### src/hdl/lu_pkg.sv
`timescale 1ns / 1ps

package lu_pkg;

	localparam int SIZE_DEF  = 8;
	localparam int FRAC_DEF  = 16;
	localparam int DATA_W    = 32;
	localparam int ROW_W     = 3;
	localparam int COL_W     = 4;
	// index width that covers column SIZE for SIZE up to 16
	localparam int IDX_W     = 5;

	// operand selection for one dot product along the cell chain
	typedef struct packed {
		logic [IDX_W-1:0] r;        // row broadcast on the row bus
		logic [IDX_W-1:0] c;        // column each cell takes from its own row
		logic             own_sol;  // cells use their solution entry instead
		logic [IDX_W-1:0] lo;       // first contributing cell
		logic [IDX_W-1:0] hi;       // one past the last contributing cell
	} cmd_t;

	// single write port into the cell storage
	typedef struct packed {
		logic                     en;
		logic                     sol;
		logic [IDX_W-1:0]         row;
		logic [IDX_W-1:0]         col;
		logic signed [DATA_W-1:0] data;
	} wr_t;

	function automatic logic signed [DATA_W-1:0] sat32(input logic signed [63:0] v);
		logic signed [DATA_W-1:0] r;
		if (v > 64'sd2147483647) begin
			r = 32'sh7fffffff;
		end else if (v < -64'sd2147483648) begin
			r = 32'sh80000000;
		end else begin
			r = v[DATA_W-1:0];
		end
		return r;
	endfunction

endpackage

### src/hdl/lu_cell.sv
`timescale 1ns / 1ps

module lu_cell #(
	parameter int SIZE      = lu_pkg::SIZE_DEF,
	parameter int FRAC_BITS = lu_pkg::FRAC_DEF,
	parameter int J         = 0
) (
	input  logic                            clk,
	input  lu_pkg::cmd_t                    cmd,
	input  lu_pkg::wr_t                     wr,
	input  logic signed [lu_pkg::DATA_W-1:0] row_bus [SIZE+1],
	input  logic signed [31+$clog2(SIZE):0] psum_in,
	output logic signed [lu_pkg::DATA_W-1:0] row_out [SIZE+1],
	output logic signed [lu_pkg::DATA_W-1:0] sol_out,
	output logic signed [31+$clog2(SIZE):0] psum_out
);

	localparam int ACC_W = 32 + $clog2(SIZE);
	localparam int CW    = $clog2(SIZE + 1);
	localparam int IW    = lu_pkg::IDX_W;

	logic signed [lu_pkg::DATA_W-1:0] row_q [SIZE+1];
	logic signed [lu_pkg::DATA_W-1:0] sol_q;
	logic signed [lu_pkg::DATA_W-1:0] own;
	logic                             en;
	logic                             en_s1;
	logic signed [63:0]               mul_s1;
	logic signed [lu_pkg::DATA_W-1:0] term_s2;
	logic signed [ACC_W-1:0]          psum_q;

	// store this cell's row and solution entry
	always_ff @(posedge clk) begin
		if (wr.en && wr.row == IW'(J)) begin
			if (wr.sol) begin
				sol_q <= wr.data;
			end else begin
				row_q[wr.col[CW-1:0]] <= wr.data;
			end
		end
	end

	assign en  = (IW'(J) >= cmd.lo) && (IW'(J) < cmd.hi);
	assign own = cmd.own_sol ? sol_q : row_q[cmd.c[CW-1:0]];

	// multiply, scale and saturate, then add into the passing partial sum
	always_ff @(posedge clk) begin
		mul_s1  <= 64'(row_bus[J]) * 64'(own);
		en_s1   <= en;
		term_s2 <= en_s1 ? lu_pkg::sat32(mul_s1 >>> FRAC_BITS) : '0;
		psum_q  <= psum_in + ACC_W'(term_s2);
	end

	assign row_out  = row_q;
	assign sol_out  = sol_q;
	assign psum_out = psum_q;

endmodule

### config.mk
export PLATFORM = sky130hd
export DESIGN_NAME = lu_cell
export DESIGN_NICKNAME = d
export VERILOG_FILES = /design/src/hdl/lu_pkg.sv /design/src/hdl/lu_cell.sv
export SDC_FILE = /design/constraint.sdc
export NUM_CORES = 2
export LEC_CHECK = 0
export BUFFER_PORTS_ARGS = -buffer_cell sky130_fd_sc_hd__buf_2
export CORE_MARGIN = 2
export CORE_UTILIZATION = 55
export DETAILED_ROUTE_END_ITERATION = 16
export PLACE_DENSITY = 0.77
export SLEW_MARGIN = 25
export SYNTH_ARGS = -nofsm -noshare
export SYNTH_HDL_FRONTEND = slang
export SYNTH_SLANG_ARGS = --single-unit
### constraint.sdc
create_clock -name clk -period 24.5 [get_ports clk]
set_input_delay 1.225 -clock clk [delete_from_list [all_inputs] [get_ports clk]]
set_output_delay 1.225 -clock clk [all_outputs]
set_load 0.05 [all_outputs]
# Word-level counts from Yosys, hierarchy flattened
# Cells that the tools add are included.
[op_classes]
n_mul = 1
add_sub_neg = 1
bitwise = 4
n_reduce_logical = 7
magnitude_cmp = 7
mux = 9
[ops]
columns = ["cell", "count"]
rows = [
  ["288-bit bitwise mux", 1],
  ["32-bit two-way mux", 5],
  ["32-bit binary-select mux with 4-bit select", 1],
  ["32-bit demux with 4-bit select", 1],
  ["32-bit by 32-bit multiplier with 64-bit output", 1],
  ["48-bit by 32-bit greater-than comparator with 1-bit output, second input constant", 1],
  ["48-bit by 32-bit < comparator with 1-bit output, second input constant", 1],
  ["35-bit by 32-bit adder with 35-bit output", 1],
  ["31-bit two-way mux", 1],
  ["5-bit >= comparator, second input constant", 2],
  ["4-bit inverter with 5-bit output", 2],
  ["1-bit by 5-bit >= comparator with 1-bit output, first input constant", 1],
  ["5-bit zero test", 1],
  ["1-bit by 5-bit < comparator with 1-bit output, first input constant", 1],
  ["5-bit by 1-bit < comparator with 1-bit output, second input constant", 1],
  ["2-bit AND reduction", 2],
  ["1-bit logical AND", 3],
  ["1-bit inverter", 2],
  ["2-bit OR reduction", 1],
]
[word_totals]
regBits = 452
in_bits = 389

# Longest topological paths before layout
[logic_depth]
ltp_word = 6
mapped_depth = 35
depth_no_buf = 32

# Worst setup path before layout
# Ideal clock, no wire load.
[synth_path]
path_kind = "input to register"
start = "input port cmd[11] (netlist bit)"
end = "register mul_s1[62]"
path_slack_ns = 14.423
t_arrival_ns = 10.005
setup_time_ns = 0.072
path_stages = 35
path_buffers = 4
path_cell_list = "buf_2 -> buf_1 -> mux4_2 -> mux2i_1 -> o211ai_1 -> o21a_1 -> clkbuf_1 -> nand2_1 -> inv_1 -> fa_1 -> fa_1 -> inv_1 -> fa_1 -> inv_1 -> fa_1 -> inv_1 -> fa_1 -> inv_1 -> fa_1 -> inv_1 -> fa_1 -> inv_1 -> fa_1 -> ha_1 -> clkbuf_1 -> a21o_1 -> a21o_1 -> a21oi_1 -> nor2b_1 -> o21ai_0 -> nand2b_1 -> a211oi_1 -> o31ai_2 -> a21oi_1 -> xnor2_1"
[synth_via]
elab_chain_cells = 6
[synth_lines]
columns = ["item", "line", "text"]
rows = [
  ["start, declared", "lu_cell.sv:9", "input lu_pkg::cmd_t cmd,"],
  ["4-bit inverter with 5-bit output (implied by the code)", "lu_cell.sv:43", "assign own = cmd.own_sol ? sol_q : row_q[cmd.c[CW-1:0]];"],
  ["32-bit binary-select mux with 4-bit select", "lu_cell.sv:43", ""],
  ["32-bit two-way mux (implied by the code) (2 in series)", "lu_cell.sv:43", ""],
  ["32-bit two-way mux", "lu_cell.sv:43", ""],
  ["32-bit by 32-bit multiplier with 64-bit output", "lu_cell.sv:47", "mul_s1 <= 64'(row_bus[J]) * 64'(own);"],
  ["end signal, assigned", "lu_cell.sv:47", ""],
  ["end, declared", "lu_cell.sv:27", "logic signed [63:0] mul_s1;"],
]
# No other way between the ends. The select of a mux whose other input is x is not followed.
# A chain may end at the register's enable or synchronous reset.

# Worst setup path after layout
# Ends and elaborated chain as after synthesis.

==> results.md <==
- Global route overflow: 0
- Layout net count: 6794
- Synth Flop Type: edfxtp_1
- Kind of critical path: primary input to flip-flop
- # rows: 112
- Async S/R FF share, synth: 0%
- Clk pin slew, worst setup/hold paths: 0.05 ns
- YS warnings: 0
- Final HPWL from detailed placement: 129 mm
- Hold Crit Start: mul_s1[42]
- First-pass GRT wire length: 258 mm
- H-tree levels: 2
- Core Footprint: 93600 um2
- Cells on worst reg2reg path: 28
- Crit path time final: 11.46 ns
- Max Root-Sink Buffers: 3
- Clk sinks: 436
- Total track usage: 36.7%
- # DRC: 0
- Hold Crit Endpoint: term_s2[26]
- 1st-iter DRT viols: 3250
- Post-synth cell types: 71
- Hold Crit Depth: 2
- Die X: 312 um
- Run status: finished clean
- Flop2flop setup slack: 14.17 ns
- Mean Syn Cell Area: 10.9 um2
- # IOs: 744
- Worst reg2reg path startpoint: row_out[101]
- # setup viols final: 0
- FMAX: 0.0872 GHz
- Vias per cell: 5.79
- Register area share after synthesis: 22.9%
- Die Span Y: 312 um
- Layout cell share with drive strength beyond 1: 14.1%
- Setup TNS: 0 ns
- Pre-Repair DR Iteration Count: 6
- CTS tree: yes
- CTS resizes: 0
- Worst-Margin Slew: 1.10 ns
- Critical Path AT: 12.00 ns
- DRT antenna net count: 0
- Clock Latency Late Sink: 0.67 ns
- DR WL/cell: 26.8 um
- Die area: 97100 um2
- Initial antenna violation count: 27
- Root Driver: clkbuf_16
- CP Capture Type: flip-flop
- Hold buffers post-CTS: 0
- RSZ-0062 raised after global routing: no
- Pins Over Slew Limit: 0
- Max cap viols: 0
- Tightest slew margin relative to the limit: 26.8%
- Initial core utilization: 55.6%
- EDFF count, synth: 320
- Most frequent CP cell: fa_1
- Setup bufs post-CTS: 0
- Skew final: 0.0283 ns
- Worst path required time: 25.03 ns
- Worst R2R End: mul_s1[62]
- Critical-path maximum fanout: 34
- Slowest cell on crit path: fa_1
- Final period utilization: 46.8%
- Syn_nets: 6444
- Synth Instances: 4759
- Mapped Area: 52100 um2
- Count of buffers from port buffering: 480
- HP Class: flip-flop to flip-flop
- Number of buffers inserted during clock tree synthesis: 50
- Fin. Hold Viols: 0
- Startpoint Class: primary input
- Layout Area Growth over Synthesis: 10.3%
- Synth Register Bits: 436
- RePlAce Congestion: 0.979
- DR vias: 37200
- Max incr delay on CP: 1.06 ns
- Vias in the first global route: 41000
- Largest net degree at the start of global routing: 48
- Final wirelength: 172 mm
-- final cells by class --
type / instances / area [um2]
Antenna cell: 20 / 50.0
Clock buffer: 56 / 1280
Clock inverter: 34 / 404
Fill cell: 7523 / 36200
Inverter: 1016 / 3810
Multi-Input combinational cell: 3071 / 35500
Sequential cell: 436 / 11900
Tap cell: 1254 / 1570
Timing Repair Buffer: 534 / 2810
-- worst max-delay path, delay by kind of cell --
kind,cells,cell delay (ns)
xor+xnor,1,0.13
buf+inv,8,2.21
fa+ha+maj,9,5.05
simple gates,4,0.80
mux,2,0.43
compound gates,6,2.10
-- kinds of logic after synthesis --
family / after synthesis / synth area share (%)
adders and majority gates: 1296 / 46.8
and+or+nand+nor: 1271 / 12.1
buffers and inverters: 1252 / 9.05
DFF: 436 / 22.9
AOI/OAI and AO/OA: 316 / 4.22
muxes: 97 / 3.40
xor gates and xnor gates: 91 / 1.53
-- per-layer routing --
layer  global-route usage [%]  vias up  wire (um)
li1                         -    15100          -
met4                     26.5       12      15400
met5                        0        -         72
met3                     14.9      614      25200
met2                     54.0     2537      73400
met1                     43.7    18900      58200
-- worst max path at each step --
stage	cells after the start	slack, ns	end	startpoint
after floorplan	35	14.42	mul_s1[62]	cmd[11]
after global placement	34	12.63	mul_s1[62]	cmd[11]
after detailed placement	33	12.49	mul_s1[62]	cmd[11]
after CTS	34	13.13	mul_s1[62]	cmd[11]
after global routing	33	12.36	mul_s1[62]	cmd[11]
final	30	13.04	mul_s1[62]	cmd[11]
-- cell usage in the layout (no fill, tap or decap), types with 7 or more instances in the layout --
cell and n:
or2_2 11, o21a_1 20, o21ai_0 33, mux2i_1 31
buf_2 478, mux4_2 61, diode_2 20, and2_1 472
nand3_1 14, xnor2_1 63, nor2_1 66, buf_4 56
xor2_1 28, clkinv_1 8, nand4_1 11, a21oi_1 62
o211ai_1 33, nand2_1 589, o21a_2 16, nor2b_1 40
nand2b_1 10, inv_1 1015, clkbuf_16 50, and3_1 15
nor3_1 8, a21boi_0 36, a211oi_1 9, ha_1 214
a21o_1 50, dfxtp_1 116, edfxtp_1 320, fa_1 1082
o21bai_1 7
-- flip-flops by register name, summed over array words and instances (netlist names) --
| register | cells |
|---|---|
| en_s1 | 1 |
| psum_out | 35 |
| term_s2 | 32 |
| mul_s1 | 48 |
| row_out | 288 |
| sol_out | 32 |
-- metrics by stage --
stage	hold slack, ns	utilization (%)	setup WS [ns]	cell area (um2)	std cells
2_1_floorplan	0.420	-	14.42	52100	4759
3_3_place_gp	0.435	59.4	12.63	55700	6311
3_5_place_dp	0.443	59.4	12.49	55700	6311
4_1_cts	0.452	61.3	13.13	57300	6401
5_1_grt	0.476	61.3	12.36	57400	6405
6_report	0.452	61.3	13.04	57400	6421
-- Yosys cell counts (all sizes together) (39+ instances only) --
master	count	area, um2
fa	1082	21700
inv	1015	3810
nand2	589	2210
and2	473	2960
edfxtp	320	9610
clkbuf	223	837
ha	214	2680
dfxtp	116	2320
nor2	71	267
mux4	63	1430
xnor2	63	552
a21oi	62	310
a21o	50	375
nor2b	40	250
o21ai	39	195
Power is left out: the tool's default activity adds up to more than one toggle a clock period on the data nets, which glitch-free logic cannot reach.
